==> src/rtl/bimo_ram.sv <==
`default_nettype none

module bimo_ram #(
    parameter int WIDTH = 64,
    parameter int DEPTH = 64
) (
    input  wire logic                                   i_clk,
    input  wire logic                                   i_we,
    input  wire logic [((DEPTH > 1) ? $clog2(DEPTH) : 1)-1:0] i_waddr,
    input  wire logic [WIDTH-1:0]                       i_wdata,
    input  wire logic [((DEPTH > 1) ? $clog2(DEPTH) : 1)-1:0] i_raddr_a,
    output logic      [WIDTH-1:0]                       o_rdata_a,
    input  wire logic [((DEPTH > 1) ? $clog2(DEPTH) : 1)-1:0] i_raddr_b,
    output logic      [WIDTH-1:0]                       o_rdata_b
);

    logic [WIDTH-1:0] r_mem [DEPTH];
    logic [WIDTH-1:0] r_rd_a;
    logic [WIDTH-1:0] r_rd_b;

    always_ff @(posedge i_clk) begin
        if (i_we) begin
            r_mem[i_waddr] <= i_wdata;
        end
        r_rd_a <= r_mem[i_raddr_a];
        r_rd_b <= r_mem[i_raddr_b];
    end

    assign o_rdata_a = r_rd_a;
    assign o_rdata_b = r_rd_b;

endmodule

`default_nettype wire

==> config.mk <==
export PLATFORM = sky130hd
export DESIGN_NAME = bimo_ram
export DESIGN_NICKNAME = d
export VERILOG_FILES = /design/src/rtl/bimo_ram.sv
export SDC_FILE = /design/constraint.sdc
export NUM_CORES = 2
export LEC_CHECK = 0
export BUFFER_PORTS_ARGS = -buffer_cell sky130_fd_sc_hd__buf_2
export CAP_MARGIN = 20
export CORE_MARGIN = 3
export CORE_UTILIZATION = 40
export DETAILED_ROUTE_END_ITERATION = 12
export SYNTH_ARGS = -nofsm -noshare
export SYNTH_HDL_FRONTEND = slang
export SYNTH_SLANG_ARGS = --single-unit
==> constraint.sdc <==
create_clock -name i_clk -period 10.7 [get_ports i_clk]
set_clock_uncertainty 0.15 [all_clocks]
set_input_delay 2.14 -clock i_clk [delete_from_list [all_inputs] [get_ports i_clk]]
set_output_delay 2.14 -clock i_clk [all_outputs]
set_load 0.03 [all_outputs]
**Word-level counts from Yosys, hierarchy flattened**

Memory sizes are Yosys's and may differ from the RTL's. A register that Yosys moved wholly into a read port is not among the register bits.
Cells that the tools add are included.
Widths: inputs -> output; s select.

- Register bits after elaboration: 0
- Memory bits (writable): 4,096
- Input port bits: 84
- Output and inout bits: 128
- Logic and storage cells: 3
- Memories: 1

- Muxes and demuxes: 2

Memories:

| memory | depth | bits a word | read ports | clocked after Yosys merged registers in | write ports | line | source |
|---|---|---|---|---|---|---|---|
| r_mem | 64 | 64 | 2 | 2 | 1 | 17 | `logic [WIDTH-1:0] r_mem [DEPTH];` |

Operators by type and width:

| operator | count |
|---|---|
| $mux 1 | 2 |

**Logic depth before layout (Yosys ltp)**

- Depth after elaboration: 2
- Gate-level depth with buffers: 9
- Depth with buffers taken out: 5

**Worst setup path before layout**

OpenSTA, ideal clock, no wires.

- Path kind: input to register
- From: input port i_waddr[3] in the netlist's numbering
- To: memory r_mem[48][0], enable pin
- Setup time: 564 ps
- Arrival time: 6,986 ps
- Required time: 9,986 ps
- Setup slack: 3,000 ps
- Stages on the path: 4
- Buffers on the path: 1
- Path through: clkbuf_1 > nor2b_1 > nand4b_1 > nor3_1

RTL lines:

| item | line | source |
|---|---|---|
| start: declaration | 9 | `input wire logic [((DEPTH > 1) ? $clog2(DEPTH) : 1)-1:0] i_waddr,` |
| end: declaration | 17 |  |

Straight into the memory's write port.

==> impl_metrics.env <==
export IMPL_outcome="complete, no violations"
export IMPL_num_io_pins=212
export IMPL_core_area_um2=468000
export IMPL_rrSetupSlack_ns=8.08
export IMPL_worst_setup_hold_path_clk_slew_ns=0.06
export IMPL_final_antenna_net_count=0
export IMPL_synth_edf_count=4096
export IMPL_route_vias_total=111000
export IMPL_synth_warn=0
export IMPL_wl_per_cell_um=44.0
export IMPL_floorplan_initialDensity_pct=40.2
export IMPL_post_route_cells_drive_above_1_share_pct=36.0
export IMPL_detail_route_wirelength_um=697000
export IMPL_dpl_wire_length_um=399000
export IMPL_clk_path_buf_depth=4
export IMPL_drc=0
export IMPL_switching_share_pct=23.9
export IMPL_crit_path_max_fanout=49
export IMPL_fmaxAchievable_mhz=188
export IMPL_cts_hold_buf=0
export IMPL_clock_power_share_pct=42.6
export IMPL_netlist_cell_type_count=42
export IMPL_netSwitchingPower_mw=8.96
export IMPL_grt_pass1_vias=110000
export IMPL_gp_routability_congestion=0.843
export IMPL_vias_per_cell=7.01
export IMPL_syn_area_per_cell_um2=21.2
export IMPL_worst_r2r_startpoint="r_mem[11][57]"
export IMPL_yosysTopAreaCellShare_pct=65.5
export IMPL_powerDensity_nw_per_um2=177
export IMPL_cts_repair_resized=0
export IMPL_min_delay_path_class="flip-flop to flip-flop"
export IMPL_number_of_rows_in_the_core_area=251
export IMPL_grt_antenna_before_repair=95
export IMPL_die_w_um=691
export IMPL_clock_sinks=4224
export IMPL_fin_hold_ws_ns=0.697
export IMPL_most_common_cell_after_layout_fill_and_taps_aside="edfxtp_1"
export IMPL_pin_count_of_the_biggest_net_entering_global_routing=115
export IMPL_max_vdd_ir_drop_v=0.000162
export IMPL_worstSetupStartpointType="primary input"
export IMPL_cts_setup_buffers=0
export IMPL_synth_area_leader="edfxtp_1"
export IMPL_worst_skew_pair_late_latency_ns=1.06
export IMPL_worst_setup_path_end_kind="flip-flop"
export IMPL_drv_max_cap_violation_count=0
export IMPL_slew_of_the_pin_with_the_lowest_slew_margin_ns=1.21
export IMPL_synth_cell_area_um2=188000
export IMPL_cts_root_buffer_cell="clkbuf_16"
export IMPL_grt_overflow_total=0
export IMPL_dominantRegCellSynth="edfxtp_1"
export IMPL_worst_endpoint_arrival_ns=6.17
export IMPL_mostFrequentLayoutCells="4096 x edfxtp_1, 2016 x mux4_2, 533 x o22ai_1"
export IMPL_syn_num_nets=8925
export IMPL_tritoncts_clock_tree="done"
export IMPL_setup_viol=0
export IMPL_post_synth_inst_count=8841
export IMPL_die_y_um=691
export IMPL_min_to="o_rdata_b[60]"
export IMPL_grt_use_total_pct=28.6
export IMPL_drt_first_pass_iters=8
export IMPL_path_cells="buf_8, nor2b_1, buf_4, nand2_4, buf_4, o22ai_1, nor4_1, o22a_1"
export IMPL_worst_endpoint_required_ns=11.54
export IMPL_post_route_fraction_of_the_period_consumed_by_the_critical_path_pct=49.8
export IMPL_port_buffers=211
export IMPL_power_combinational_fraction_pct=8.0
export IMPL_rr_endpoint="o_rdata_a[57]"
export IMPL_holdPathStages=4
export IMPL_hold_start="r_mem[55][60]"
export IMPL_area_growth_synth_to_final_pct=13.1
export IMPL_slew_headroom_pct=19.1
export IMPL_h_tree_depth=5
export IMPL_final_hold_violation_count=0
export IMPL_critical_path_max_stage_delay_ns=0.89
export IMPL_design_die_area_um2=478000
export IMPL_num_nets_final=9197
export IMPL_cts_made_buffers=441
export IMPL_drt_iter0_drc=18600
export IMPL_post_route_min_period_ns=5.33
export IMPL_critical_path_slowest_cell="buf_4"
export IMPL_finalSetupTns_ns=0
export IMPL_grt_pass1_wl_um=940000
export IMPL_slew_violations=0
export IMPL_synth_top_cells_by_area="edfxtp_1 65%, mux4_2 24%, o22ai_1 1.8%, dfxtp_1 1.4%, mux2i_1 0.94%"
export IMPL_crit_path_frequent_cell="buf_4"
export IMPL_number_of_synthesized_register_bits=4224
export IMPL_synthArstFlopShare_pct=0
export IMPL_power_leakage_nw=65.1
export IMPL_p_total_mw=37.5
export IMPL_rsz_0062_raised_after_global_routing="false"
export IMPL_power_share_sequential_pct=49.4
export IMPL_worstRegToRegCells=4
export IMPL_internal_power_mw=28.6
export IMPL_synth_seq_area_share_pct=66.9
export IMPL_critical_path_class="primary input to flip-flop"
==> synth_stat cells (2+ instances only) <==
cell type / n
nand3_1: 18
nor3_1: 63
a22oi_1: 37
nand3b_1: 5
nor2b_1: 30
o211a_1: 5
clkbuf_1: 296
and2_1: 3
o221ai_1: 73
nor2_1: 164
nand4b_1: 2
o22a_1: 51
or3b_2: 3
nand2b_1: 18
nand2_1: 39
dfxtp_1: 128
mux4_2: 2016
a32oi_1: 5
or2_2: 6
a211oi_1: 79
a22o_1: 136
buf_6: 30
nand4_1: 8
buf_1: 33
a221oi_2: 19
o21ai_1: 8
o22ai_1: 533
a2111oi_0: 12
buf_4: 140
a311oi_1: 13
nor4_1: 55
mux2_2: 16
or4_1: 3
mux2i_1: 177
a21oi_1: 128
buf_2: 242
edfxtp_1: 4096
a221oi_1: 134
a31oi_1: 14
==> area by class of cell <==
| type | count | area (um^2) |
|---|---|---|
| sequential | 4224 | 126000 |
| clock inverter | 271 | 3200 |
| tap | 6198 | 7750 |
| fill | 38800 | 255000 |
| timing repair buffer | 571 | 4640 |
| multi-input combinational | 3874 | 59100 |
| inverter | 1 | 8.76 |
| antenna | 142 | 355 |
| clock buffer | 560 | 11800 |
==> metal layers <==
metal / GRT usage (%) / part of all wire, % / up-vias
met3: 8.59 / 13 / 1661
met1: 37.4 / 35 / 60400
met5: 0 / 0.032 / -
li1: - / - / 40300
met2: 43.2 / 46 / 8609
met4: 15.0 / 5.8 / 34
==> registers in the layout, summed over array words and instances (netlist names) <==
name / cells
o_rdata_a: 64
o_rdata_b: 64
r_mem: 4096
==> cells by family after synthesis <==
group | after synthesis | synth area share (%)
compound gates | 1247 | 4.80
buf+inv | 743 | 2.05
flops | 4224 | 66.9
mux | 2209 | 25.2
simple gates | 418 | 1.08
==> metrics by stage <==
step | setup WS, ns | util [%] | cells | cell area [um^2]
floorplan | 3.00 | - | 8841 | 188000
finish | 5.37 | 45.4 | 15800 | 212000
global route | 5.31 | 45.4 | 15800 | 212000
detailed placement | 4.36 | 42.1 | 14800 | 197000
CTS | 5.48 | 45.3 | 15700 | 212000
global placement | 4.13 | 42.0 | 14800 | 196000
==> worst max-delay path, delay by kind of cell <==
kind / cells / cell delay, ns
buf+inv: 3 / 1.59
compound gates: 2 / 0.40
simple gates: 3 / 1.76
==> worst max path at each step <==
stage                      start  slack (ns)  cells after the start            end
floorplan             i_waddr[3]        3.00                      4   r_mem[48][0]
global placement    i_raddr_b[0]        4.13                      8  o_rdata_b[43]
detailed placement  i_raddr_b[2]        4.36                      8  o_rdata_b[37]
CTS                 i_raddr_b[2]        5.48                      8  o_rdata_b[37]
global route        i_raddr_b[0]        5.31                      8  o_rdata_b[56]
finish              i_raddr_b[2]        5.37                      8  o_rdata_b[37]
==> power groups by stage <==
stage	clock network [mW]	registers, mW	logic, mW
global placement	0	18.9	2.95
floorplan	0	18.9	1.66
finish	16.0	18.5	3.02
detailed placement	0	18.9	2.98
CTS	16.1	18.5	2.99
global route	16.8	18.5	3.13
(Power assumes the default switching activity.)
