$ cat config.mk
export PLATFORM = sky130hd
export DESIGN_NAME = bimo_job_queue
export DESIGN_NICKNAME = d
export VERILOG_FILES = /design/src/rtl/bimo_pkg.sv /design/src/rtl/bimo_job_queue.sv
export SDC_FILE = /design/constraint.sdc
export NUM_CORES = 1
export LEC_CHECK = 0
export BUFFER_PORTS_ARGS = -buffer_cell sky130_fd_sc_hd__buf_4
export CAP_MARGIN = 0
export CORE_MARGIN = 1
export CORE_UTILIZATION = 50
export DETAILED_ROUTE_END_ITERATION = 7
export GPL_TIMING_DRIVEN = 0
export PLACE_DENSITY = 0.75
export SYNTH_ARGS = -nofsm -noshare
export SYNTH_HDL_FRONTEND = slang
export SYNTH_SLANG_ARGS = --single-unit
$ cat constraint.sdc
create_clock -name i_clk -period 3.2 [get_ports i_clk]
set_clock_uncertainty 0.15 [all_clocks]
set_input_delay 0.48 -clock i_clk [delete_from_list [all_inputs] [get_ports i_clk]]
set_output_delay 0.48 -clock i_clk [all_outputs]
set_load 0.02 [all_outputs]
$ cat src/rtl/bimo_pkg.sv
`default_nettype none

package bimo_pkg;

    localparam int MAX_N      = 32;
    localparam int ROW_W      = 32;
    localparam int OVL_W      = 11;
    localparam int N_W        = $clog2(MAX_N + 1);
    localparam int IDX_W      = (MAX_N > 1) ? $clog2(MAX_N) : 1;
    localparam int RAM_AW     = IDX_W + 1;
    localparam int RAM_DEPTH  = 2 ** RAM_AW;
    localparam int PC_W       = $clog2(ROW_W + 1);
    localparam int ACC_W      = $clog2(MAX_N * ROW_W + 1);
    localparam int SAT_W      = (ACC_W > OVL_W) ? ACC_W : OVL_W;
    localparam int OVL_HIGH   = (MAX_N * ROW_W > (2 ** OVL_W) - 1) ?
                                ((2 ** OVL_W) - 1) : (MAX_N * ROW_W);
    localparam logic [SAT_W-1:0] OVL_MAX = SAT_W'((2 ** OVL_W) - 1);

    typedef struct packed {
        logic [ROW_W-1:0] row_first;
        logic [ROW_W-1:0] row_second;
        logic             last_row;
    } t_in_word;

    typedef struct packed {
        logic [OVL_W-1:0] max_overlap;
        logic             too_many_rows;
    } t_out_word;

    typedef struct packed {
        logic [ROW_W-1:0] first;
        logic [ROW_W-1:0] second;
    } t_row_pair;

    typedef struct packed {
        logic              we;
        logic [RAM_AW-1:0] addr;
        t_row_pair         data;
    } t_row_wr;

    typedef struct packed {
        logic           bank;
        logic [N_W-1:0] n;
        logic           ovf;
    } t_job;

    typedef struct packed {
        logic valid;
        logic bank;
    } t_release;

    function automatic logic [PC_W-1:0] popcount(input logic [ROW_W-1:0] v);
        logic [PC_W-1:0] c;
        c = '0;
        for (int k = 0; k < ROW_W; k++) begin
            c = c + PC_W'(v[k]);
        end
        return c;
    endfunction

    // Columns at or above the image size are masked off.
    function automatic logic [ROW_W-1:0] row_keep(input logic [N_W-1:0] n);
        logic [ROW_W-1:0] k;
        if (int'(n) >= ROW_W) begin
            k = '1;
        end else begin
            k = (ROW_W'(1) << n) - ROW_W'(1);
        end
        return k;
    endfunction

endpackage

`default_nettype wire

$ cat src/rtl/bimo_job_queue.sv
`default_nettype none

module bimo_job_queue import bimo_pkg::*; (
    input  wire logic i_clk,
    input  wire logic i_rst_n,
    input  wire logic i_push,
    input  wire t_job i_job,
    input  wire logic i_pop,
    output logic      o_valid,
    output t_job      o_job
);

    // Two entries cover every job that can be outstanding, one per bank.
    t_job       r_entry [2];
    logic       r_wptr, n_wptr;
    logic       r_rptr, n_rptr;
    logic [1:0] r_count, n_count;

    assign o_valid = r_count != 2'd0;
    assign o_job   = r_entry[r_rptr];

    always_comb begin
        n_wptr  = r_wptr;
        n_rptr  = r_rptr;
        n_count = r_count;
        if (i_push) begin
            n_wptr = !r_wptr;
        end
        if (i_pop) begin
            n_rptr = !r_rptr;
        end
        if (i_push && !i_pop) begin
            n_count = r_count + 2'd1;
        end else if (!i_push && i_pop) begin
            n_count = r_count - 2'd1;
        end
    end

    always_ff @(posedge i_clk) begin
        if (!i_rst_n) begin
            r_wptr  <= 1'b0;
            r_rptr  <= 1'b0;
            r_count <= '0;
        end else begin
            r_wptr  <= n_wptr;
            r_rptr  <= n_rptr;
            r_count <= n_count;
        end
    end

    always_ff @(posedge i_clk) begin
        if (i_push) begin
            r_entry[r_wptr] <= i_job;
        end
    end

endmodule

`default_nettype wire

# == Word-level counts from Yosys, hierarchy flattened ==
# Memories as Yosys holds them, arrays and structs flattened. A register that Yosys moved wholly into a read port is not among the register bits.
# Cells that the tools add are included.
# totals
reg_bits,4
mem_bits_rw,16
in_bits,12
out_inout_bits,9
memories,1
# classes
n_addsub,2
muxes,6
reduce_logical,8
# memory_table
memory,words,word_bits,rd,rd_ports_with_merged_regs,write_ports,line_no,text
r_entry,2,8,1,1,1,bimo_job_queue.sv:14,t_job r_entry [2];
# op_table
cell,count
1-bit logical NOT,4
1-bit 2-to-1 mux,4
2-bit 2-to-1 mux,2
2-bit nonzero test,2
"2-bit by 1-bit adder with 2-bit output, second input constant",1
1-bit logical AND,2
"2-bit by 1-bit subtractor with 2-bit output, second input constant",1

# == Longest topological paths before layout ==
# depth
depth_word,4
mapped_depth,5
depth_no_buf,5

# == Worst setup path before layout ==
# OpenSTA, ideal clock, no wires.
# synth_path
path_kind,register to output
from,register (tool-made name)
to,output port o_job[0] (netlist bit)
arrival_ns,0.878
setup_slack_ns,1.692
path_stages_with_launch,3
n_path_buf,1
path_cell_list,dfxtp_1 > buf_2 > mux2_1
# synth_lines
element,line_no,text
to (decl),bimo_job_queue.sv:10,output t_job o_job

==> results.md <==
- Clock root cell: clkbuf_4
- Mapped Area: 788 um2
- Fin. max-slew vios: 0
- Worst reg2reg path depth: 1
- Die height: around 42 um
- Slew @ Worst Pin: roughly 0.74 ns
- Sequential Power Share: 60.6%
- IO Pins: 21
- Final setup violation count: 0
- Initial antenna violation count: 0
- CP Capture Point: o_job[1]
- Flop-to-flop setup slack: around 1.8 ns
- Worst hold path class: input pin to register
- Resized cells post-CTS: 0
- First-pass GRT wire length: between 1500 and 2000 um
- Clk pwr share: between 20% and 30%
- Peak supply drop: 0.302 mV
- RSZ-0062 raised after global routing: false
- Mean Syn Cell Area: 17.1 um2
- Fin. Hold Viols: 0
- Num rows: 13
- Most common cell in the synthesized netlist: edfxtp_1
- IO buf count: 20
- Vias in the first global route: between 400 and 500
- CTS tree: yes
- Status: finished clean
- Async SR Flop Fraction: 0%
- Fill cells: 93
- DR WL/cell: between 10 and 15 um
- Clock latency on the worst-skew pair: 0.29 ns
- Initial Util: a little under three fifths
- Sink Count: 21
- Layout area overhead: 24.8%
- EDFF count, synth: 16
- Mapped Nets: between 50 and 60
- Top cell type by total area after synthesis: edfxtp_1
- Worst Path Arrival: 1.32 ns
- Period Utilization, post-route: approximately three fifths
- Final ANT Viol Nets: 0
- Gp weighted congestion: roughly 0.66
- Main flop type after synthesis: edfxtp_1
- CTS Buf Count: 3
- Sw Share: about 23%
- Synth Register Bits: 21
- Antenna diodes: 0
- Synth Instances: 46
- Share of the synthesized area in the top cell type: 61.0%
- Cell variety after synth: 15
- Setup bufs post-CTS: 0
- Max-capacitance violation count: 0
- Psw: between 0.0001 and 0.00015 W
- Setup tns final: 0 ns
- Total core area: between 1000 and 1500 um2
- DR vias/cell: just over 5
- Worst Setup End Kind: output pin
- Drt first pass iters: 1
- CP required: about 2.6 ns
- Largest net degree at the start of global routing: 12
- Share of cells above drive strength 1: between 30% and 40%
- Total gr overflow: 0
- Dpl ws: about 1.5 ns
- R2r startpoint: r_wptr
- Top cells by count, synth: 16 x edfxtp_1, 8 x mux2_1, 5 x dfxtp_1, 4 x and2_1
- Die width: 41.7 um
- Post-synthesis sequential area ratio: between 70% and 80%
- Synth warn: 0
- First DRT Iteration DRCs: 0
- CTS Hold Bufs: 0
- Worst-path clk slew: approximately 0.10 ns
- Cell Pwr Density: between 500 and 600 nW/um2
- Headroom to the max-slew limit: 50.3%
- Routed WL: approximately 1100 um
- Crit Path Max Fanout: 8
- Setup CP Type: register to output pin
- GRT Total Usage: 14.4%
- Final worst slack: roughly 1.3 ns
- Cell internal pwr: between 0.0004 and 0.0005 W
- Remaining DRCs: 0
- Share of power burned in combinational logic: between 10% and 20%
- Post-layout min period: about 1.9 ns
- H-tree depth: 1
- Maximum clock rate: 0.513 GHz
- Clock Path Buffers: 2
- P_leak: 0.393 nW
- Die area: 1740 um2
- Main area contributors after synthesis: edfxtp_1 61%, dfxtp_1 13%, mux2_1 11%
- Worst Setup Start Kind: register
- Nets: 84
- Capture point of the worst reg-to-reg path: r_entry[0][1]
- Vias: 432
kinds of logic after synthesis:
kind of cell / after synthesis / share of synthesized area, %
buffers and inverters: 2 / 1.11
AO/OA/AOI/OAI: 3 / 2.54
multiplexers: 8 / 11.4
AND/OR/NAND/NOR: 8 / 6.35
flip-flops: 21 / 73.7
XOR/XNOR: 3 / 3.33
adder cells (fa/ha/maj): 1 / 1.59
stage by stage:
stage	total power [W]	std cells	hold slack (ns)	cell area [um2]	utilization (%)
after global placement	0.000411	81	0.321	957	69.2
after CTS	0.000530	85	0.210	983	71.1
after detailed placement	0.000414	81	0.333	957	69.2
final	0.000526	85	0.216	983	71.1
after global routing	0.000549	85	0.193	983	71.1
after floorplan	0.000375	46	0.302	788	-
layer usage:
metal  vias up  GRT usage (%)  part of all wire [%]
met4         0           5.81                   1.2
met1       199           17.8                    43
li1        217              -                     -
met5         -              0                     0
met3         2           5.65                   4.9
met2        14           22.5                    51
how the worst min path moves through the flow:
stage                          start            end  cells after the start  slack (ns)
final                       i_job[4]  r_entry[1][4]                      1        0.22
after global routing        i_job[4]  r_entry[1][4]                      1        0.19
after CTS                   i_job[4]  r_entry[1][4]                      1        0.21
after detailed placement  r_count[1]     r_count[1]                      2        0.33
after global placement    r_count[1]     r_count[1]                      2        0.32
after floorplan           r_count[1]     r_count[1]                      2        0.30
cell type report:
type	count	area, um2	share of cell area, %
buffer	1	5.00	0.509
clock buffer	4	26.3	2.67
inverter	1	3.75	0.382
multi-input combinational	23	199	20.2
sequential	21	581	59.0
tap	15	18.8	1.91
timing repair buffer	20	150	15.3
power groups by stage:
| stage | sequential [W] | clock, W | combinational (W) |
|---|---|---|---|
| after floorplan | 0.000323 | 0 | 0.0000518 |
| after global placement | 0.000324 | 0 | 0.0000874 |
| after detailed placement | 0.000325 | 0 | 0.0000889 |
| after CTS | 0.000319 | 0.000123 | 0.0000891 |
| after global routing | 0.000320 | 0.000134 | 0.0000945 |
| final | 0.000318 | 0.000120 | 0.0000875 |
flip-flops by register name, summed over array words and instances, names as in the netlist, named ones only:
name and count:
r_wptr 1, r_count 2, r_rptr 1, r_entry 16
worst max-delay path, cell delays in order, from the launching register on:
cell,delay (ns)
dfxtp_1,0.32
buf_2,0.21
mux2_1,0.35
buf_4,0.16
cell usage in the layout, fill, tap and decap left out:
master,synthesis,layout
edfxtp_1,16,16
nor2b_1,2,2
a21boi_1,1,1
clkbuf_1,0,1
and2_1,4,4
or2_1,1,1
xnor2_1,1,1
dfxtp_1,5,5
clkbuf_4,0,3
xor2_1,2,2
buf_4,0,20
o21a_1,1,1
or3_1,1,1
mux2_1,8,8
inv_1,1,1
o21ai_0,1,1
ha_1,1,1
buf_2,1,1
Power figures use the tool's default switching activity.
