<file path="src/rtl/bimo_pkg.sv">
`default_nettype none

package bimo_pkg;

    localparam int MAX_N      = 32;
    localparam int ROW_W      = 32;
    localparam int OVL_W      = 11;
    localparam int N_W        = $clog2(MAX_N + 1);
    localparam int IDX_W      = (MAX_N > 1) ? $clog2(MAX_N) : 1;
    localparam int RAM_AW     = IDX_W + 1;
    localparam int RAM_DEPTH  = 2 ** RAM_AW;
    localparam int PC_W       = $clog2(ROW_W + 1);
    localparam int ACC_W      = $clog2(MAX_N * ROW_W + 1);
    localparam int SAT_W      = (ACC_W > OVL_W) ? ACC_W : OVL_W;
    localparam int OVL_HIGH   = (MAX_N * ROW_W > (2 ** OVL_W) - 1) ?
                                ((2 ** OVL_W) - 1) : (MAX_N * ROW_W);
    localparam logic [SAT_W-1:0] OVL_MAX = SAT_W'((2 ** OVL_W) - 1);

    typedef struct packed {
        logic [ROW_W-1:0] row_first;
        logic [ROW_W-1:0] row_second;
        logic             last_row;
    } t_in_word;

    typedef struct packed {
        logic [OVL_W-1:0] max_overlap;
        logic             too_many_rows;
    } t_out_word;

    typedef struct packed {
        logic [ROW_W-1:0] first;
        logic [ROW_W-1:0] second;
    } t_row_pair;

    typedef struct packed {
        logic              we;
        logic [RAM_AW-1:0] addr;
        t_row_pair         data;
    } t_row_wr;

    typedef struct packed {
        logic           bank;
        logic [N_W-1:0] n;
        logic           ovf;
    } t_job;

    typedef struct packed {
        logic valid;
        logic bank;
    } t_release;

    function automatic logic [PC_W-1:0] popcount(input logic [ROW_W-1:0] v);
        logic [PC_W-1:0] c;
        c = '0;
        for (int k = 0; k < ROW_W; k++) begin
            c = c + PC_W'(v[k]);
        end
        return c;
    endfunction

    // Columns at or above the image size are masked off.
    function automatic logic [ROW_W-1:0] row_keep(input logic [N_W-1:0] n);
        logic [ROW_W-1:0] k;
        if (int'(n) >= ROW_W) begin
            k = '1;
        end else begin
            k = (ROW_W'(1) << n) - ROW_W'(1);
        end
        return k;
    endfunction

endpackage

`default_nettype wire

</file>
<file path="src/rtl/bimo_back.sv">
`default_nettype none

module bimo_back import bimo_pkg::*; (
    input  wire logic              i_clk,
    input  wire logic              i_rst_n,
    input  wire logic              i_job_valid,
    input  wire t_job              i_job,
    output logic                   o_pop,
    output logic [RAM_AW-1:0]      o_rd_addr_lo,
    output logic [RAM_AW-1:0]      o_rd_addr_hi,
    input  wire t_row_pair         i_rd_lo,
    input  wire t_row_pair         i_rd_hi,
    output t_release               o_release,
    output logic                   o_out_valid,
    output t_out_word              o_out_word,
    input  wire logic              i_out_stall
);

    typedef enum logic [5:0] {
        S_IDLE = 6'b000001,
        S_RD   = 6'b000010,
        S_PC   = 6'b000100,
        S_AC   = 6'b001000,
        S_CM   = 6'b010000,
        S_DN   = 6'b100000
    } t_state;

    t_state            r_state, n_state;
    t_job              r_job, n_job;
    logic [ROW_W-1:0]  r_keep, n_keep;
    logic [IDX_W-1:0]  r_dx, n_dx;
    logic [IDX_W-1:0]  r_dy, n_dy;
    logic [IDX_W-1:0]  r_i, n_i;
    logic [PC_W-1:0]   r_pc [4];
    logic [PC_W-1:0]   n_pc [4];
    logic [ACC_W-1:0]  r_q [4];
    logic [ACC_W-1:0]  n_q [4];
    logic [ACC_W-1:0]  r_best, n_best;
    logic              r_out_valid, n_out_valid;
    t_out_word         r_out_word, n_out_word;

    logic [ROW_W-1:0]  a_lo, b_lo, a_hi, b_hi;
    logic [ACC_W-1:0]  m01, m23, m_all;
    logic [SAT_W-1:0]  best_ext;
    logic              can_out;
    logic              more_i, more_dy, more_dx;

    // Row i and row i + dx of the bank under search.
    assign o_rd_addr_lo = {r_job.bank, r_i};
    assign o_rd_addr_hi = {r_job.bank, r_i + r_dx};

    assign a_lo = i_rd_lo.first  & r_keep;
    assign b_lo = i_rd_lo.second & r_keep;
    assign a_hi = i_rd_hi.first  & r_keep;
    assign b_hi = i_rd_hi.second & r_keep;

    assign m01   = (r_q[0] > r_q[1]) ? r_q[0] : r_q[1];
    assign m23   = (r_q[2] > r_q[3]) ? r_q[2] : r_q[3];
    assign m_all = (m01 > m23) ? m01 : m23;

    assign more_i  = ((N_W+1)'(r_i) + (N_W+1)'(r_dx) + (N_W+1)'(1)) < (N_W+1)'(r_job.n);
    assign more_dy = ((N_W+1)'(r_dy) + (N_W+1)'(1)) < (N_W+1)'(r_job.n);
    assign more_dx = ((N_W+1)'(r_dx) + (N_W+1)'(1)) < (N_W+1)'(r_job.n);

    assign best_ext = SAT_W'(r_best);
    assign can_out  = !r_out_valid || !i_out_stall;

    assign o_pop             = (r_state == S_IDLE) && i_job_valid;
    assign o_release.valid   = (r_state == S_DN) && can_out;
    assign o_release.bank    = r_job.bank;
    assign o_out_valid       = r_out_valid;
    assign o_out_word        = r_out_word;

    always_comb begin
        n_state     = r_state;
        n_job       = r_job;
        n_keep      = r_keep;
        n_dx        = r_dx;
        n_dy        = r_dy;
        n_i         = r_i;
        n_pc        = r_pc;
        n_q         = r_q;
        n_best      = r_best;
        n_out_valid = r_out_valid && i_out_stall;
        n_out_word  = r_out_word;
        case (r_state)
            S_IDLE: begin
                if (i_job_valid) begin
                    n_job   = i_job;
                    n_keep  = row_keep(i_job.n);
                    n_dx    = '0;
                    n_dy    = '0;
                    n_i     = '0;
                    n_best  = '0;
                    for (int k = 0; k < 4; k++) begin
                        n_q[k] = '0;
                    end
                    n_state = S_RD;
                end
            end
            S_RD: begin
                n_state = S_PC;
            end
            S_PC: begin
                n_pc[0] = popcount((a_lo >> r_dy) & b_hi);
                n_pc[1] = popcount(a_lo & (b_hi >> r_dy));
                n_pc[2] = popcount((a_hi >> r_dy) & b_lo);
                n_pc[3] = popcount(a_hi & (b_lo >> r_dy));
                n_state = S_AC;
            end
            S_AC: begin
                for (int k = 0; k < 4; k++) begin
                    n_q[k] = r_q[k] + ACC_W'(r_pc[k]);
                end
                if (more_i) begin
                    n_i     = r_i + IDX_W'(1);
                    n_state = S_RD;
                end else begin
                    n_state = S_CM;
                end
            end
            S_CM: begin
                if (m_all > r_best) begin
                    n_best = m_all;
                end
                for (int k = 0; k < 4; k++) begin
                    n_q[k] = '0;
                end
                n_i = '0;
                if (more_dy) begin
                    n_dy    = r_dy + IDX_W'(1);
                    n_state = S_RD;
                end else if (more_dx) begin
                    n_dy    = '0;
                    n_dx    = r_dx + IDX_W'(1);
                    n_state = S_RD;
                end else begin
                    n_state = S_DN;
                end
            end
            S_DN: begin
                if (can_out) begin
                    n_out_valid              = 1'b1;
                    n_out_word.max_overlap   = (best_ext > OVL_MAX) ?
                                               OVL_W'(OVL_MAX) : OVL_W'(best_ext);
                    n_out_word.too_many_rows = r_job.ovf;
                    n_state                  = S_IDLE;
                end
            end
            default: begin
                n_state = S_IDLE;
            end
        endcase
    end

    always_ff @(posedge i_clk) begin
        if (!i_rst_n) begin
            r_state     <= S_IDLE;
            r_out_valid <= 1'b0;
        end else begin
            r_state     <= n_state;
            r_out_valid <= n_out_valid;
        end
    end

    always_ff @(posedge i_clk) begin
        r_job      <= n_job;
        r_keep     <= n_keep;
        r_dx       <= n_dx;
        r_dy       <= n_dy;
        r_i        <= n_i;
        r_pc       <= n_pc;
        r_q        <= n_q;
        r_best     <= n_best;
        r_out_word <= n_out_word;
    end

endmodule

`default_nettype wire

</file>
<file path="config.mk">
export PLATFORM = sky130hd
export DESIGN_NAME = bimo_back
export DESIGN_NICKNAME = d
export VERILOG_FILES = /design/src/rtl/bimo_pkg.sv /design/src/rtl/bimo_back.sv
export SDC_FILE = /design/constraint.sdc
export NUM_CORES = 1
export LEC_CHECK = 0
export BUFFER_PORTS_ARGS = -buffer_cell sky130_fd_sc_hd__buf_2
export CAP_MARGIN = 20
export CORE_UTILIZATION = 55
export DETAILED_ROUTE_END_ITERATION = 6
export PLACE_DENSITY = 0.8
export SYNTH_ARGS = -nofsm -noshare
export SYNTH_HDL_FRONTEND = slang
export SYNTH_SLANG_ARGS = --single-unit
</file>
<file path="constraint.sdc">
create_clock -name i_clk -period 7.5 [get_ports i_clk]
set_input_delay 0.375 -clock i_clk [delete_from_list [all_inputs] [get_ports i_clk]]
set_output_delay 0.375 -clock i_clk [all_outputs]
set_load 0.005 [all_outputs]
</file>
# Yosys cells after proc, flatten, opt, wreduce, memory -nomap -nowiden
# Index checks and enable logic that the tools add are counted.
[classes]
reduce_logical = 16
addsub = 137
n_mux = 25
magnitude_cmp = 9
eq_ne = 13
bitwise = 8
shift = 5
[ops]
columns = ["op", "n"]
rows = [
  ["adder 6 x 1 -> 6 bit", 104],
  ["AND 32 bit", 8],
  ["case mux 44 bit (3 select lines)", 1],
  [">> shifter 32 x 5 -> 32 bit", 4],
  ["two-way mux 11 bit", 5],
  ["adder 11 x 6 -> 11 bit", 4],
  ["greater-than comparator 11 bit", 4],
  ["two-way mux 44 bit", 1],
  ["case mux 6 bit (6 select lines)", 1],
  ["two-way mux 5 bit", 7],
  ["left shift 1 x 6 -> 32 bit (first input constant)", 1],
  ["subtractor 32 x 2 -> 32 bit (second input constant)", 1],
  ["adder 5 x 1 -> 6 bit", 4],
  ["two-way mux 6 bit", 4],
  ["case mux 11 bit (2 select lines)", 1],
  ["adder 4 x 1 -> 5 bit", 4],
  ["case mux 5 bit (2 select lines)", 2],
  ["adder 3 x 1 -> 4 bit", 4],
  ["adder 5 x 1 -> 5 bit (second input constant)", 3],
  ["case mux 5 bit (3 select lines)", 1],
  ["adder 2 x 1 -> 3 bit", 4],
  ["adder 5 x 1 -> 6 bit (second input constant)", 2],
  ["< comparator 6 bit", 2],
  ["inequality test 2 bit (second input constant)", 6],
  ["23 further kinds", 35],
]
[word_totals]
word_cells = 233
output_inout_bits = 28
in_bits = 140
reg_bits = 153

# Logic depth before layout (Yosys ltp)
[depth]
ltp_word = 34
depth_mapped = 26

# Worst setup path before layout
# Ideal clock, no wire load.
[synth_timing]
path_kind = "register to register"
start = "register r_dy[1]"
end = "register r_pc[22] (netlist bit), data pin"
synth_period_minus_slack_ns = 6.301
setup_ns = 0.258
required_ns = 7.242
slack_ns = 1.199
path_stages_with_launch = 22
arrival_ns = 6.044
path_cell_list = "edfxtp_1 buf_6 inv_6 buf_12 mux4_2 mux2_4 nand2_1 o211ai_1 o21ai_0 nand3_1 fa_1 fa_1 fa_1 fa_1 fa_1 fa_1 inv_1 ha_1 fa_1 a21o_1 a21oi_1 xnor2_1"
[synth_via]
elab_chain_cells = 33
[synth_rtl]
columns = ["element", "line_no", "rtl"]
rows = [
  ["start: declaration", "bimo_back.sv:32", "logic [IDX_W-1:0] r_dy, n_dy;"],
  ["start signal: assignment", "bimo_back.sv:170", "r_dy <= n_dy;"],
  [">> shifter 32 x 5 -> 32 bit (*)", "bimo_back.sv:105", "n_pc[0] = popcount((a_lo >> r_dy) & b_hi);"],
  ["AND 32 bit (*)", "bimo_back.sv:105", ""],
  ["adder 1 x 1 -> 2 bit", "bimo_pkg.sv:56", "c = c + PC_W'(v[k]);"],
  ["adder 2 x 1 -> 3 bit", "bimo_pkg.sv:56", ""],
  ["adder 3 x 1 -> 4 bit", "bimo_pkg.sv:56", ""],
  ["adder 4 x 1 -> 5 bit", "bimo_pkg.sv:56", ""],
  ["adder 5 x 1 -> 6 bit", "bimo_pkg.sv:56", ""],
  ["adder 6 x 1 -> 6 bit (25 in series)", "bimo_pkg.sv:56", ""],
  ["adder 6 x 1 -> 6 bit (*)", "bimo_pkg.sv:56", ""],
  ["end signal: assignment", "bimo_back.sv:172", "r_pc <= n_pc;"],
  ["end: declaration", "bimo_back.sv:34", "logic [PC_W-1:0] r_pc [4];"],
]
# Mark *: on every way between the ends. The rest lies on a longest branch, timed or not.
# A chain may end at the register's enable or synchronous reset.

# Final worst setup path
[layout_timing]
start = "register r_dy[0]"
end = "register r_pc[22] (netlist bit), data pin"
# The elaborated chain is that of the path after synthesis.

==> impl_metrics.json <==
{
  "antenna_found_initial": 2,
  "finalNetCount": 2654,
  "grt_first_pass_wirelength_mm": 112,
  "fmax_mhz": 139,
  "syn_inst": 2200,
  "power.density_nw_per_um2": 446,
  "routed_wl_mm": 75.3,
  "cap_viol_max_count": 0,
  "numCtsBuffers": 17,
  "pin_count": 168,
  "swShare_pct": 51.4,
  "clockBufferDepth": 2,
  "grtUsageTotal_pct": 42.0,
  "hpwlAfterDp_mm": 60.9,
  "slew_headroom_pct": 39.4,
  "cts.repair.resized": 0,
  "syn_to_final_growth_pct": 9.60,
  "grt-ovfl-total": 0,
  "tns_ns": 0,
  "synth-seq-cells": 153,
  "start_util_pct": 56.1,
  "cp_max_fo": 46,
  "worstHoldPathType": "in2reg",
  "cts_root_buffer": "clkbuf_16",
  "vdd_drop_max_uv": 486,
  "p_leak_nw": 9.11,
  "fp.coreArea_um2": 34600,
  "dieHeight_um": 190,
  "setup_viol": 0,
  "start_kind": "flip-flop",
  "hold_viol_final": 0,
  "syn_nets": 2563,
  "async_reset_ff_share_pct": 0,
  "whs_ns": 0.102,
  "dp_slack_ns": 0.533,
  "power_mw": 9.51,
  "fin_skew_ns": 0.0112,
  "tightestPinTransition_ns": 0.907,
  "slew_violations": 0,
  "drive_above_1_share_pct": 15.5,
  "hold_buffers": 0,
  "net-switching-power_mw": 4.89,
  "grt_max_degree": 57,
  "fin_area_um2": 21300,
  "cts_tree": "built",
  "nFillCells": 2970,
  "routedWlPerCell_um": 27.3,
  "crit_path_max_incr_delay_ns": 0.55,
  "worstPathCellList": "buf_12 -> buf_12 -> nand3_1 -> o21ai_0 -> o21ai_0 -> nor2_1 -> a41oi_1 -> a21oi_1 -> a41oi_1 -> fa_1 -> fa_1 -> fa_1 -> fa_1 -> fa_1 -> fa_1 -> inv_1 -> ha_1 -> fa_1 -> a21o_1 -> a21oi_1 -> xnor2_1",
  "yosysTopAreaCellShare_pct": 22.6,
  "fin_ws_ns": 0.320,
  "synth_area_leaders": "edfxtp_1, fa_1, ha_1",
  "required_ns": 7.70,
  "status": "finished, final reports clean",
  "synth_edf_count": 146,
  "num_rows": 68,
  "rsz0062_at_grt": "false",
  "finalCritPeriodShare_pct": 95.7,
  "final_cells": 2762,
  "clk_latency_ns": 0.45,
  "seq_area_frac_synth_pct": 23.3,
  "final_antenna_net_count": 0,
  "synth_largest_area_cell": "edfxtp_1",
  "post_cts_buffers": 0,
  "die_w_um": 190,
  "hp-start": "i_job[7]",
  "portBuffers": 167,
  "htree_levels": 4,
  "p_clk_share_pct": 8.6,
  "path_class": "reg2reg",
  "die_area_um2": 36100,
  "cpMostUsedCell": "fa_1",
  "fin_util_pct": 61.5,
  "synth_warnings": 0,
  "power_frac_seq_pct": 18.2,
  "remaining_drc_errors": 0,
  "dpl_cell_area_um2": 20700,
  "clock-sinks": 153,
  "vias": 18762,
  "internal_power_mw": 4.62,
  "end_kind": "flip-flop",
  "layout_min_cycle_time_ns": 7.18,
  "dr.pass1.iters": 6,
  "place_congestion": 1.08,
  "ys_types": 74,
  "critical_path_arrival_ns": 7.38,
  "syn_avg_cell_area_um2": 8.84,
  "netlist_area_um2": 19400,
  "placed_cells": 2726,
  "pwr-share-comb_pct": 73.1,
  "cp-startpoint": "r_dy[0]$_SDFFCE_PP0P_",
  "grt_pass1_vias": 18396,
  "cp_slowest_cell": "a41oi_1",
  "clkTransAtPathRegs_ns": 0.07,
  "synth_ff_type": "edfxtp_1",
  "viasPerCell": 6.79,
  "rr_startpoint": "r_dy[0]$_SDFFCE_PP0P_",
  "drt_iter0_markers": 2626
}
[worst max-delay path, delay by kind of cell, from the launching register on]
| kind | cells | cell delay (ns) |
|---|---|---|
| adder cells (fa/ha/maj) | 8 | 3.71 |
| AO/OA/AOI/OAI | 7 | 2.00 |
| flip-flops | 1 | 0.49 |
| buffers and inverters | 3 | 0.45 |
| AND/OR/NAND/NOR | 2 | 0.17 |
| XOR/XNOR | 1 | 0.09 |
[placed cells by master, fill, tap and decap left out, types with 6 or more instances in the layout]
master / count
nor3_1: 45
o22ai_1: 11
mux2i_1: 148
mux4_2: 42
mux2_2: 28
o21ai_0: 142
nand2_1: 193
nor2_1: 153
a2111oi_0: 12
edfxtp_1: 146
inv_6: 6
ha_1: 121
nand3_1: 148
a21oi_1: 92
fa_1: 102
and3_1: 11
a31oi_1: 9
or3_1: 13
buf_4: 56
nor2b_1: 37
a41oi_1: 24
xnor2_1: 40
o31ai_1: 22
and2_1: 24
a41o_1: 6
o2111ai_1: 6
nand4_1: 48
clkbuf_16: 17
o21a_1: 20
mux4_1: 6
a21o_1: 29
nor4_1: 12
xor2_1: 17
inv_1: 198
buf_12: 12
o211ai_1: 31
nand2b_1: 10
dfxtp_1: 7
a211oi_1: 12
buf_2: 167
[layout make-up]
type / instances / area [µm²] / share of cell area, %
multi-input cells: 1683 / 13400 / 62.9
clock buffers: 17 / 425 / 2.00
diodes: 3 / 7.51 / 0.0352
inverters: 201 / 762 / 3.58
clock inverters: 15 / 118 / 0.552
repair buffers: 235 / 1500 / 7.02
well taps: 455 / 569 / 2.67
flip-flops and latches: 153 / 4520 / 21.2
[power by group through the flow]
stage | clock network, mW | logic, mW | registers (mW)
after floorplan | 0 | 5.00 | 1.55
after global placement | 0 | 6.50 | 1.71
after detailed placement | 0 | 6.76 | 1.73
after CTS | 0.824 | 6.84 | 1.71
after global routing | 0.856 | 7.69 | 1.74
final | 0.821 | 6.96 | 1.73
[cell families (layout without fill, tap and decap cells)]
logic type / count (synthesis) / count (layout) / share of synthesized area (%)
multiplexers: 227 / 227 / 15.1
flip-flops: 153 / 153 / 23.3
adder cells (fa/ha/maj): 223 / 223 / 18.3
XOR/XNOR: 57 / 57 / 2.57
buffers and inverters: 364 / 468 / 7.90
AO/OA/AOI/OAI: 456 / 456 / 15.2
AND/OR/NAND/NOR: 720 / 720 / 17.7
other: 0 / 3 / 0
[synthesized netlist by cell type, drive strengths merged (40+ instances only)]
cell / number
inv: 201
nand4: 48
xnor2: 40
a21oi: 93
fa: 102
o21ai: 146
nor3: 45
nand2: 193
clkbuf: 82
mux2i: 148
nor2: 154
edfxtp: 146
mux4: 48
nand3: 148
ha: 121
buf: 81
[per-layer routing]
metal,wire (µm),up-vias,GRT usage (%),share of wire [%]
li1,-,8155,-,-
met2,33400,1307,65.9,44
met5,0,-,0,0
met4,3710,0,18.2,4.9
met1,30300,9047,56.1,40
met3,7880,253,8.78,10
[path summary, 6_finish.rpt]
| path | slack [ns] | cells after the start | end |
|---|---|---|---|
| min reg2reg | 0.43 | 0 | o_out_word[0]$_DFFE_PP_ |
| max reg2reg | 0.32 | 21 | r_pc[22]$_DFFE_PP_ |
| max | 0.32 | 21 | r_pc[22]$_DFFE_PP_ |
| min | 0.10 | 1 | o_rd_addr_hi[5]$_DFFE_PP_ |
[sequential cells by signal, indices dropped and copies added (netlist names)]
name          flops
best_ext         11
o_out_valid       1
o_out_word       12
o_rd_addr_hi      1
r_dx              5
r_dy              5
r_i               5
r_job             7
r_keep           32
r_pc             24
r_q              44
r_state           6
(Power assumes the default switching activity.)
